File: src/rtl/nvsb_pkg.sv
package nvsb_pkg;

  localparam int DIM_W     = 13;
  localparam int POS_W     = 12;
  localparam int MAX_DIM   = 4096;
  localparam int HUE_STEPS = 180;
  localparam int HUE_W     = 8;

  localparam logic [DIM_W-1:0] RESET_WIDTH  = 13'd640;
  localparam logic [DIM_W-1:0] RESET_HEIGHT = 13'd480;

  localparam logic [1:0] CFG_IDX_WIDTH  = 2'd0;
  localparam logic [1:0] CFG_IDX_HEIGHT = 2'd1;

  localparam logic [7:0] BAR_STEP    = 8'd6;
  localparam logic [7:0] BAR_HALF    = 8'd20;
  localparam logic [7:0] BAR_LEVEL   = 8'd235;
  localparam logic [7:0] RAMP_BASE   = 8'd16;
  localparam logic [7:0] RAMP_SPAN   = 8'd200;
  localparam logic [7:0] V_OFFSET    = 8'd45;
  localparam logic [7:0] V_ODD_INDEX = 8'd135;
  localparam logic [7:0] V_ODD_VALUE = 8'd127;

  localparam logic [7:0] U_TABLE [HUE_STEPS] = '{
    8'd128, 8'd131, 8'd134, 8'd138, 8'd141, 8'd145, 8'd148, 8'd152, 8'd155, 8'd158,
    8'd162, 8'd165, 8'd168, 8'd171, 8'd174, 8'd177, 8'd180, 8'd183, 8'd186, 8'd189,
    8'd192, 8'd194, 8'd197, 8'd199, 8'd202, 8'd204, 8'd206, 8'd208, 8'd210, 8'd212,
    8'd214, 8'd216, 8'd217, 8'd219, 8'd220, 8'd221, 8'd223, 8'd224, 8'd225, 8'd225,
    8'd226, 8'd227, 8'd227, 8'd227, 8'd227, 8'd228, 8'd227, 8'd227, 8'd227, 8'd227,
    8'd226, 8'd225, 8'd225, 8'd224, 8'd223, 8'd221, 8'd220, 8'd219, 8'd217, 8'd216,
    8'd214, 8'd212, 8'd210, 8'd208, 8'd206, 8'd204, 8'd202, 8'd199, 8'd197, 8'd194,
    8'd192, 8'd189, 8'd186, 8'd183, 8'd180, 8'd178, 8'd174, 8'd171, 8'd168, 8'd165,
    8'd162, 8'd158, 8'd155, 8'd152, 8'd148, 8'd145, 8'd141, 8'd138, 8'd134, 8'd131,
    8'd128, 8'd124, 8'd121, 8'd117, 8'd114, 8'd110, 8'd107, 8'd103, 8'd100, 8'd97,
    8'd93,  8'd90,  8'd87,  8'd84,  8'd81,  8'd78,  8'd75,  8'd72,  8'd69,  8'd66,
    8'd63,  8'd61,  8'd58,  8'd56,  8'd53,  8'd51,  8'd49,  8'd47,  8'd45,  8'd43,
    8'd41,  8'd39,  8'd38,  8'd36,  8'd35,  8'd34,  8'd32,  8'd31,  8'd30,  8'd30,
    8'd29,  8'd28,  8'd28,  8'd28,  8'd28,  8'd28,  8'd28,  8'd28,  8'd28,  8'd28,
    8'd29,  8'd30,  8'd30,  8'd31,  8'd32,  8'd34,  8'd35,  8'd36,  8'd38,  8'd39,
    8'd41,  8'd43,  8'd45,  8'd47,  8'd49,  8'd51,  8'd53,  8'd56,  8'd58,  8'd61,
    8'd63,  8'd66,  8'd69,  8'd72,  8'd75,  8'd77,  8'd81,  8'd84,  8'd87,  8'd90,
    8'd93,  8'd97,  8'd100, 8'd103, 8'd107, 8'd110, 8'd114, 8'd117, 8'd121, 8'd124
  };

  typedef struct packed {
    logic valid;
    logic restart;
  } nvsb_item_t;

  typedef struct packed {
    logic [DIM_W-1:0] w;
    logic [DIM_W-1:0] h;
    logic             busy;
    logic             cfg_wr;
    logic             done;
    logic [POS_W-1:0] bar_rem;
    logic [6:0]       ramp_q;
    logic [7:0]       ramp_r;
  } nvsb_geom_t;

  typedef struct packed {
    logic [7:0] pixel_value;
    logic       is_chroma;
    logic       end_of_frame;
  } nvsb_pixel_t;

  function automatic logic [DIM_W-1:0] eff_dim(input logic [DIM_W-1:0] v);
    logic [DIM_W-1:0] r;
    if (v < DIM_W'(2)) r = DIM_W'(2);
    else if (v > DIM_W'(MAX_DIM)) r = DIM_W'(MAX_DIM);
    else r = {v[DIM_W-1:1], 1'b0};
    return r;
  endfunction

  function automatic logic [7:0] hue_u(input logic [HUE_W-1:0] k);
    return U_TABLE[k];
  endfunction

  function automatic logic [7:0] hue_v(input logic [HUE_W-1:0] k);
    logic [HUE_W-1:0] idx;
    logic [7:0] r;
    idx = (k >= HUE_W'(HUE_STEPS) - V_OFFSET) ? k - (HUE_W'(HUE_STEPS) - V_OFFSET)
                                               : k + V_OFFSET;
    if (k == V_ODD_INDEX) r = V_ODD_VALUE;
    else r = U_TABLE[idx];
    return r;
  endfunction

endpackage

File: src/rtl/nvsb_front.sv
module nvsb_front (
  input  logic               clk,
  input  logic               rst_n,
  input  logic               in_push,
  input  logic               in_restart,
  output logic               in_full,
  input  logic               busy,
  input  logic               item_pop,
  output nvsb_pkg::nvsb_item_t item
);

  logic       mem_r [2];
  logic       wr_ptr_r, wr_ptr_nxt;
  logic       rd_ptr_r, rd_ptr_nxt;
  logic [1:0] cnt_r, cnt_nxt;
  logic       accept;

  assign in_full      = (cnt_r == 2'd2) || busy;
  assign accept       = in_push && !in_full;
  assign item.valid   = (cnt_r != 2'd0);
  assign item.restart = mem_r[rd_ptr_r];

  always_comb begin
    wr_ptr_nxt = accept ? ~wr_ptr_r : wr_ptr_r;
    rd_ptr_nxt = item_pop ? ~rd_ptr_r : rd_ptr_r;
    cnt_nxt    = cnt_r + {1'b0, accept} - {1'b0, item_pop};
  end

  always_ff @(posedge clk) begin
    if (!rst_n) begin
      wr_ptr_r <= 1'b0;
      rd_ptr_r <= 1'b0;
      cnt_r    <= 2'd0;
    end else begin
      wr_ptr_r <= wr_ptr_nxt;
      rd_ptr_r <= rd_ptr_nxt;
      cnt_r    <= cnt_nxt;
    end
  end

  always_ff @(posedge clk) begin
    if (accept) begin
      mem_r[wr_ptr_r] <= in_restart;
    end
  end

endmodule

File: src/rtl/nvsb_setup.sv
module nvsb_setup (
  input  logic                          clk,
  input  logic                          rst_n,
  input  logic                          cfg_valid,
  output logic                          cfg_ready,
  input  logic [1:0]                    cfg_index,
  input  logic [nvsb_pkg::DIM_W-1:0]    cfg_data,
  input  logic [nvsb_pkg::POS_W-1:0]    bar_in,
  output nvsb_pkg::nvsb_geom_t          geom
);

  localparam logic [1:0] ST_IDLE = 2'd0;
  localparam logic [1:0] ST_LOAD = 2'd1;
  localparam logic [1:0] ST_BAR  = 2'd2;
  localparam logic [1:0] ST_RAMP = 2'd3;

  logic [1:0]                   state_r, state_nxt;
  logic [3:0]                   cnt_r, cnt_nxt;
  logic [nvsb_pkg::DIM_W-1:0]   width_r, width_nxt;
  logic [nvsb_pkg::DIM_W-1:0]   height_r, height_nxt;
  logic [nvsb_pkg::POS_W-1:0]   dvd_r, dvd_nxt;
  logic [nvsb_pkg::POS_W-1:0]   rem_r, rem_nxt;
  logic [nvsb_pkg::POS_W-1:0]   bar_rem_r, bar_rem_nxt;
  logic [6:0]                   ramp_q_r, ramp_q_nxt;
  logic [7:0]                   ramp_r_r, ramp_r_nxt;
  logic                         done_r, done_nxt;
  logic [nvsb_pkg::DIM_W-1:0]   w_eff;
  logic [nvsb_pkg::DIM_W-1:0]   shifted;
  logic                         qbit;
  logic [nvsb_pkg::POS_W-1:0]   rem_step;
  logic [nvsb_pkg::POS_W-1:0]   dvd_step;
  logic                         cfg_acc;
  logic                         cfg_hit;
  logic                         busy;

  assign w_eff     = nvsb_pkg::eff_dim(width_r);
  assign busy      = (state_r != ST_IDLE) || done_r;
  assign cfg_ready = !busy;
  assign cfg_acc   = cfg_valid && cfg_ready;
  assign cfg_hit   = cfg_acc && ((cfg_index == nvsb_pkg::CFG_IDX_WIDTH) ||
                                 (cfg_index == nvsb_pkg::CFG_IDX_HEIGHT));

  // one restoring division step
  assign shifted  = {rem_r, dvd_r[nvsb_pkg::POS_W-1]};
  assign qbit     = (shifted >= w_eff);
  assign rem_step = qbit ? nvsb_pkg::POS_W'(shifted - w_eff)
                         : shifted[nvsb_pkg::POS_W-1:0];
  assign dvd_step = {dvd_r[nvsb_pkg::POS_W-2:0], qbit};

  always_comb begin
    state_nxt   = state_r;
    cnt_nxt     = cnt_r;
    width_nxt   = width_r;
    height_nxt  = height_r;
    dvd_nxt     = dvd_r;
    rem_nxt     = rem_r;
    bar_rem_nxt = bar_rem_r;
    ramp_q_nxt  = ramp_q_r;
    ramp_r_nxt  = ramp_r_r;
    done_nxt    = 1'b0;
    case (state_r)
      ST_IDLE: begin
        if (cfg_hit) begin
          if (cfg_index == nvsb_pkg::CFG_IDX_WIDTH) width_nxt = cfg_data;
          else height_nxt = cfg_data;
          state_nxt = ST_LOAD;
        end
      end
      ST_LOAD: begin
        dvd_nxt   = bar_in;
        rem_nxt   = '0;
        cnt_nxt   = 4'd0;
        state_nxt = ST_BAR;
      end
      ST_BAR: begin
        dvd_nxt = dvd_step;
        rem_nxt = rem_step;
        cnt_nxt = cnt_r + 4'd1;
        if (cnt_r == 4'(nvsb_pkg::POS_W - 1)) begin
          bar_rem_nxt = rem_step;
          dvd_nxt     = nvsb_pkg::POS_W'(nvsb_pkg::RAMP_SPAN);
          rem_nxt     = '0;
          cnt_nxt     = 4'd0;
          state_nxt   = ST_RAMP;
        end
      end
      ST_RAMP: begin
        dvd_nxt = dvd_step;
        rem_nxt = rem_step;
        cnt_nxt = cnt_r + 4'd1;
        if (cnt_r == 4'(nvsb_pkg::POS_W - 1)) begin
          ramp_q_nxt = dvd_step[6:0];
          ramp_r_nxt = rem_step[7:0];
          done_nxt   = 1'b1;
          state_nxt  = ST_IDLE;
        end
      end
      default: state_nxt = ST_IDLE;
    endcase
  end

  always_ff @(posedge clk) begin
    if (!rst_n) begin
      state_r  <= ST_LOAD;
      cnt_r    <= 4'd0;
      width_r  <= nvsb_pkg::RESET_WIDTH;
      height_r <= nvsb_pkg::RESET_HEIGHT;
      done_r   <= 1'b0;
    end else begin
      state_r  <= state_nxt;
      cnt_r    <= cnt_nxt;
      width_r  <= width_nxt;
      height_r <= height_nxt;
      done_r   <= done_nxt;
    end
  end

  always_ff @(posedge clk) begin
    dvd_r     <= dvd_nxt;
    rem_r     <= rem_nxt;
    bar_rem_r <= bar_rem_nxt;
    ramp_q_r  <= ramp_q_nxt;
    ramp_r_r  <= ramp_r_nxt;
  end

  assign geom.w       = w_eff;
  assign geom.h       = nvsb_pkg::eff_dim(height_r);
  assign geom.busy    = busy;
  assign geom.cfg_wr  = cfg_hit;
  assign geom.done    = done_r;
  assign geom.bar_rem = bar_rem_r;
  assign geom.ramp_q  = ramp_q_r;
  assign geom.ramp_r  = ramp_r_r;

endmodule

File: src/rtl/nvsb_back.sv
module nvsb_back (
  input  logic                          clk,
  input  logic                          rst_n,
  input  nvsb_pkg::nvsb_item_t          item,
  output logic                          item_pop,
  input  nvsb_pkg::nvsb_geom_t          geom,
  output logic [nvsb_pkg::POS_W-1:0]    bar_out,
  output logic                          out_empty,
  input  logic                          out_pop,
  output logic [7:0]                    out_pixel_value,
  output logic                          out_is_chroma,
  output logic                          out_end_of_frame
);

  localparam int PW = nvsb_pkg::POS_W;
  localparam int DW = nvsb_pkg::DIM_W;

  logic [PW-1:0]               column_r, column_nxt;
  logic [PW-1:0]               line_r, line_nxt;
  logic                        chroma_r, chroma_nxt;
  logic [PW-1:0]               bar_r, bar_nxt;
  logic [nvsb_pkg::HUE_W-1:0]  hue_r, hue_nxt;
  logic [7:0]                  q_r, q_nxt;
  logic [PW-1:0]               r_r, r_nxt;

  nvsb_pkg::nvsb_pixel_t       omem_r [2];
  logic                        owr_ptr_r, owr_ptr_nxt;
  logic                        ord_ptr_r, ord_ptr_nxt;
  logic [1:0]                  ocnt_r, ocnt_nxt;
  logic                        opop;

  logic                        go;
  logic [PW-1:0]               col_e, line_e, bar_e, bar_gap;
  logic                        chr_e;
  logic [nvsb_pkg::HUE_W-1:0]  hue_e;
  logic [7:0]                  q_e;
  logic [PW-1:0]               r_e;
  logic [DW-1:0]               col_inc, line_inc, rs, t0, t1, t2, t3;
  logic                        wrap, plane_done;
  nvsb_pkg::nvsb_pixel_t       pix;

  assign go       = item.valid && (ocnt_r != 2'd2) && !geom.busy;
  assign item_pop = go;
  assign bar_out  = bar_r;
  assign opop     = out_pop && (ocnt_r != 2'd0);

  always_comb begin
    col_e  = item.restart ? '0 : column_r;
    line_e = item.restart ? '0 : line_r;
    chr_e  = item.restart ? 1'b0 : chroma_r;
    bar_e  = item.restart ? '0 : bar_r;
    hue_e  = item.restart ? '0 : hue_r;
    q_e    = item.restart ? '0 : q_r;
    r_e    = item.restart ? '0 : r_r;

    bar_gap = (col_e > bar_e) ? col_e - bar_e : bar_e - col_e;
    if (chr_e) begin
      pix.pixel_value = col_e[0] ? nvsb_pkg::hue_v(hue_e) : nvsb_pkg::hue_u(hue_e);
    end else if (bar_gap < PW'(nvsb_pkg::BAR_HALF)) begin
      pix.pixel_value = nvsb_pkg::BAR_LEVEL;
    end else begin
      pix.pixel_value = nvsb_pkg::RAMP_BASE + q_e;
    end
    pix.is_chroma = chr_e;

    col_inc    = {1'b0, col_e} + DW'(1);
    line_inc   = {1'b0, line_e} + DW'(1);
    wrap       = (col_inc >= geom.w);
    plane_done = chr_e ? (line_inc >= {1'b0, geom.h[DW-1:1]}) : (line_inc >= geom.h);
    pix.end_of_frame = wrap && plane_done && chr_e;

    // ramp quotient and remainder of column * span / width
    rs = {1'b0, r_e} + DW'(geom.ramp_r);

    // bar advance modulo width; narrow widths may need several subtractions
    t0 = {1'b0, bar_e} + DW'(nvsb_pkg::BAR_STEP);
    t1 = (t0 >= geom.w) ? t0 - geom.w : t0;
    t2 = (t1 >= geom.w) ? t1 - geom.w : t1;
    t3 = (t2 >= geom.w) ? t2 - geom.w : t2;

    column_nxt = column_r;
    line_nxt   = line_r;
    chroma_nxt = chroma_r;
    bar_nxt    = bar_r;
    hue_nxt    = hue_r;
    q_nxt      = q_r;
    r_nxt      = r_r;

    if (go) begin
      column_nxt = col_inc[PW-1:0];
      line_nxt   = line_e;
      chroma_nxt = chr_e;
      bar_nxt    = bar_e;
      hue_nxt    = hue_e;
      if (rs >= geom.w) begin
        r_nxt = PW'(rs - geom.w);
        q_nxt = q_e + {1'b0, geom.ramp_q} + 8'd1;
      end else begin
        r_nxt = rs[PW-1:0];
        q_nxt = q_e + {1'b0, geom.ramp_q};
      end
      if (wrap) begin
        column_nxt = '0;
        q_nxt      = '0;
        r_nxt      = '0;
        line_nxt   = line_inc[PW-1:0];
        if (plane_done) begin
          line_nxt   = '0;
          chroma_nxt = !chr_e;
          if (chr_e) begin
            bar_nxt = t3[PW-1:0];
            hue_nxt = (hue_e == nvsb_pkg::HUE_W'(nvsb_pkg::HUE_STEPS - 1)) ? '0
                      : hue_e + nvsb_pkg::HUE_W'(1);
          end
        end
      end
    end

    if (geom.cfg_wr) begin
      column_nxt = '0;
      line_nxt   = '0;
      chroma_nxt = 1'b0;
      q_nxt      = '0;
      r_nxt      = '0;
    end
    if (geom.done) begin
      bar_nxt = geom.bar_rem;
    end

    owr_ptr_nxt = go ? ~owr_ptr_r : owr_ptr_r;
    ord_ptr_nxt = opop ? ~ord_ptr_r : ord_ptr_r;
    ocnt_nxt    = ocnt_r + {1'b0, go} - {1'b0, opop};
  end

  always_ff @(posedge clk) begin
    if (!rst_n) begin
      column_r  <= '0;
      line_r    <= '0;
      chroma_r  <= 1'b0;
      bar_r     <= '0;
      hue_r     <= '0;
      q_r       <= '0;
      r_r       <= '0;
      owr_ptr_r <= 1'b0;
      ord_ptr_r <= 1'b0;
      ocnt_r    <= 2'd0;
    end else begin
      column_r  <= column_nxt;
      line_r    <= line_nxt;
      chroma_r  <= chroma_nxt;
      bar_r     <= bar_nxt;
      hue_r     <= hue_nxt;
      q_r       <= q_nxt;
      r_r       <= r_nxt;
      owr_ptr_r <= owr_ptr_nxt;
      ord_ptr_r <= ord_ptr_nxt;
      ocnt_r    <= ocnt_nxt;
    end
  end

  always_ff @(posedge clk) begin
    if (go) begin
      omem_r[owr_ptr_r] <= pix;
    end
  end

  assign out_empty        = (ocnt_r == 2'd0);
  assign out_pixel_value  = omem_r[ord_ptr_r].pixel_value;
  assign out_is_chroma    = omem_r[ord_ptr_r].is_chroma;
  assign out_end_of_frame = omem_r[ord_ptr_r].end_of_frame;

endmodule

File: src/rtl/nv12_scrolling_bar_pattern_gen.sv
// channel   | ports                                   | transfer
// ----------+-----------------------------------------+------------------------
// input     | in_push, in_full, in_restart            | in_push & !in_full
// result    | out_pop, out_empty, out_pixel_value,    | out_pop & !out_empty
//           | out_is_chroma, out_end_of_frame         |
// config    | cfg_valid, cfg_ready, cfg_index,        | cfg_valid & cfg_ready
//           | cfg_data                                |
//
// One byte per cycle sustained while no queue stalls: an item goes through a 2-entry
// input queue and the generator into a 2-entry result queue, registered in each queue
// before it reaches the result ports. After reset and after each write to the width
// or height register a shift-subtract divider (bar wrap, then ramp step 200/width)
// keeps full high and cfg_ready low while it runs. Either queue may stall on its own;
// a full result queue halts the generator.
module nv12_scrolling_bar_pattern_gen (
  input  logic                        clk,
  input  logic                        rst_n,
  input  logic                        in_push,
  output logic                        in_full,
  input  logic                        in_restart,
  output logic                        out_empty,
  input  logic                        out_pop,
  output logic [7:0]                  out_pixel_value,
  output logic                        out_is_chroma,
  output logic                        out_end_of_frame,
  input  logic                        cfg_valid,
  output logic                        cfg_ready,
  input  logic [1:0]                  cfg_index,
  input  logic [nvsb_pkg::DIM_W-1:0]  cfg_data
);

  nvsb_pkg::nvsb_item_t             item;
  nvsb_pkg::nvsb_geom_t             geom;
  logic                             item_pop;
  logic [nvsb_pkg::POS_W-1:0]       bar_pos;

  nvsb_front u_front (
    .clk        (clk),
    .rst_n      (rst_n),
    .in_push    (in_push),
    .in_restart (in_restart),
    .in_full    (in_full),
    .busy       (geom.busy),
    .item_pop   (item_pop),
    .item       (item)
  );

  nvsb_setup u_setup (
    .clk       (clk),
    .rst_n     (rst_n),
    .cfg_valid (cfg_valid),
    .cfg_ready (cfg_ready),
    .cfg_index (cfg_index),
    .cfg_data  (cfg_data),
    .bar_in    (bar_pos),
    .geom      (geom)
  );

  nvsb_back u_back (
    .clk              (clk),
    .rst_n            (rst_n),
    .item             (item),
    .item_pop         (item_pop),
    .geom             (geom),
    .bar_out          (bar_pos),
    .out_empty        (out_empty),
    .out_pop          (out_pop),
    .out_pixel_value  (out_pixel_value),
    .out_is_chroma    (out_is_chroma),
    .out_end_of_frame (out_end_of_frame)
  );

endmodule
File: config.mk
export PLATFORM = sky130hd
export DESIGN_NAME = nv12_scrolling_bar_pattern_gen
export DESIGN_NICKNAME = d
export VERILOG_FILES = /design/src/rtl/nvsb_pkg.sv /design/src/rtl/nvsb_front.sv /design/src/rtl/nvsb_setup.sv /design/src/rtl/nvsb_back.sv /design/src/rtl/nv12_scrolling_bar_pattern_gen.sv
export SDC_FILE = /design/constraint.sdc
export NUM_CORES = 1
export LEC_CHECK = 0
export BUFFER_PORTS_ARGS = -buffer_cell sky130_fd_sc_hd__buf_4
export CORE_MARGIN = 1
export CORE_UTILIZATION = 34
export CTS_BUF_LIST = sky130_fd_sc_hd__clkbuf_8
export DETAILED_ROUTE_END_ITERATION = 7
export PLACE_DENSITY = 0.53
export RECOVER_POWER = 50
export SLEW_MARGIN = 20
export SYNTH_ARGS = -nofsm -noshare
export SYNTH_HDL_FRONTEND = slang
export SYNTH_HIERARCHICAL = 1
export SYNTH_SLANG_ARGS = --single-unit
File: constraint.sdc
create_clock -name clk -period 11.9 [get_ports clk]
set_input_delay 0.595 -clock clk [delete_from_list [all_inputs] [get_ports clk]]
set_output_delay 0.595 -clock clk [all_outputs]
set_load 0.1 [all_outputs]
==> impl_metrics.toml <==
[sta]
finalCritPeriodShare_pct = 83.07
slew_violations = 66
setup_viol = 0
layout_min_cycle_time_ps = 9885
rsz0062_at_grt = "no"
finalWorstSetupSlack_ps = 2015
finClkSkew_ps = 24.07
slew-limit-headroom_pct = -39.54
finalSetupTns_ps = 0
tightest_slew_ps = 2093
hold_viol = 0
fmax_ghz = 0.1012

[synthesis]
synth_flop_cell = "dfxtp_1"
synth_seq_cells = 180
synth_cell_types = 106
synth-seq-area-share_pct = 23.23
netlist_instances = 2410
synth_edf_count = 73
postSynthAreaPerCell_um2 = 7.740
synth_warnings = 6
async_flop_share_pct = 0
synth_area_mm2 = 0.01865

[route]
met3_length_um = 4007
via_count = 18230
routed.top_layer = "met4"
drt_iter0_drc = 1845
wl_met2_um = 28580
first_pass_iters = 6
post_drt_wl_per_cell_um = 20.62
viasPerCell = 5.986
ant_nets = 0
finalWirelength_um = 62780
drc = 0
wl_met1_um = 28420

[clock_network]
cts_inserted_buffers = 17
root_buffer = "clkbuf_8"
h-tree-depth = 4
cts_sinks = 180
cts_tree = "built"
clk_latency_ps = 470
max-clock-path-buffers = 2
cts_resized = 0
hold_buffers = 0
cts_setup_buffers = 0
cts.clk_slew.worst_paths_ps = 110

[floorplanning]
ios = 34
start_util_pct = 34.53
die_h_um = 236.2
dieWidth_um = 236.2
num_rows = 85
die-area_mm2 = 0.05581
coreArea_mm2 = 0.05403

[critical_path]
cp-end-kind = "flop"
arrival_ps = 10250
critical_path.max_fanout = 44
timing.setup.critical_path_class = "flop to flop"
cpMaxStageDelayCell = "clkbuf_1"
r2r-end = "u_back/bar_out[4]"
ff2ff_path_depth = 30
worst_setup_path_start_kind = "flop"
worst_r2r_startpoint = "u_front/mem_r[0]"
cp_data_required_time_ps = 12260
rrSetupSlack_ps = 2020
max_stage_delay_ps = 1250
crit_top_cell = "ha_1"

[cells_and_area]
drive_gt1_share_pct = 7.663
fin_util_pct = 36.50
final_cell_mix = "nand2_1 (245), nor2_1 (194), a21oi_1 (187)"
syn_to_final_growth_pct = 5.701
antenna_cells = 0
layout_commonest_cell = "nand2_1"
multi_input_area_mm2 = 0.01314
fillers = 5665
seqCellArea_mm2 = 0.004334
layout.nets = 2531

[placement]
dp.final_hpwl_um = 45680
io_buffer_count = 33
dp_slack_ps = 2575
gp_congestion = 0.9390

[min_path]
hold_depth = 3
holdCritPathClass = "primary input to flop"
hp-start = "cfg_data[9]"
holdPathEnd = "u_setup/width_r[9]"

[power]
power.static_leakage_nw = 7.761
ir_worst_vdd_uv = 160.7
total_power_mw = 2.271
p_per_area_mw_per_mm2 = 115.2

[run_status]
run_status = "finished, violations left"
violations = "max-capacitance violations, max-slew violations"

[global_routing]
grt_pass1_wl_um = 98160
grt_pass1_vias = 17220
grt.overflow.total = 0
antenna_found_initial = 0
grtUsageTotal_pct = 21.88
grt_max_degree = 65

[flow_run]
maxCapViolations = 2
worst max-delay path: cells and delay by family, from the launching register on:
| family | cells | cell delay [ps] |
|---|---|---|
| compound gates | 12 | 2920 |
| simple gates | 8 | 2340 |
| mux | 4 | 1670 |
| buf+inv | 3 | 1410 |
| fa+ha+maj | 3 | 1100 |
| flops | 1 | 370 |
sequential cells by signal (all words and copies together), names as in the netlist, 7 cells and up, named ones only:
signal and count:
u_setup/rem_r 12, u_setup/width_r 12, u_back/column_r 12, u_back/line_r 12
u_back/bar_out 12, u_setup/ramp_q_r 7, u_setup/height_r 13, u_setup/bar_rem_r 12
u_back/hue_r 8, u_setup/ramp_r_r 8, u_back/omem_r 20, u_back/r_r 12
u_setup/dvd_r 12, u_back/q_r 8
power by group:
group          internal, mW  switching, mW
Sequential            0.767         0.0509
Clock                 0.204          0.254
Combinational         0.336          0.659
Total                  1.31          0.964
area by class of cell:
type                    instances  area share (%)
repair buffers                 69           2.342
multi-input cells            1940           66.64
inverters                     128           2.437
clock buffers                  18           1.256
well taps                     696           4.417
clock inverters                14          0.9328
flip-flops and latches        180           21.98
worst max-delay path by stage:
stage | startpoint | end | cells after the start
6_report | u_front/mem_r[0] | u_back/bar_out[4] | 30
5_1_grt | u_front/mem_r[0] | u_back/bar_out[4] | 30
4_1_cts | u_front/mem_r[1] | u_back/bar_out[8] | 33
3_5_place_dp | u_front/mem_r[0] | u_back/bar_out[8] | 33
3_3_place_gp | u_front/mem_r[0] | u_back/bar_out[4] | 33
2_1_floorplan | flop | u_back/bar_out[4] | 40
synth_stat cells, types with 33 or more instances:
master / count / area, um2
nor2_1: 195 / 732.0
nor3_1: 53 / 265.3
o21ai_0: 151 / 755.7
inv_1: 123 / 461.7
a21oi_1: 187 / 935.9
nand3_1: 63 / 315.3
dfxtp_1: 107 / 2142
and2_1: 34 / 212.7
nand2_1: 244 / 915.9
edfxtp_1: 73 / 2192
buf_2: 33 / 165.2
ha_1: 167 / 2090
a211oi_1: 39 / 292.8
clkbuf_1: 109 / 409.1
xnor2_1: 68 / 595.6
a21o_1: 38 / 285.3
xor2_1: 41 / 359.1
nand2b_1: 36 / 225.2
nor2b_1: 83 / 519.3
metal layers:
layer	vias up	track usage (%)
li1	8656	-
met1	8707	30.03
met2	756	35.88
met3	108	2.153
met4	0	7.025
met5	-	0
through the flow:
stage | hold slack, ps | area (um2) | cells
6_report | 363.8 | 19720 | 3045
5_1_grt | 355.2 | 19720 | 3045
4_1_cts | 311.0 | 19780 | 3045
3_5_place_dp | 441.9 | 19350 | 3013
3_3_place_gp | 437.7 | 19350 | 3013
2_1_floorplan | 417.3 | 18660 | 2411
logic make-up (layout without fill, tap and decap cells):
family / count (synthesis) / after routing / synth area share (%)
AOI/OAI and AO/OA: 757 / 757 / 27.18
xor gates and xnor gates: 110 / 110 / 5.205
adders and majority gates: 174 / 174 / 11.95
buffers and inverters: 291 / 229 / 6.379
DFF: 180 / 180 / 23.23
muxes: 66 / 66 / 4.212
other: 1 / 2 / 0.02010
and+or+nand+nor: 831 / 831 / 21.82
No activity file was read; power rests on OpenSTA's default activity.
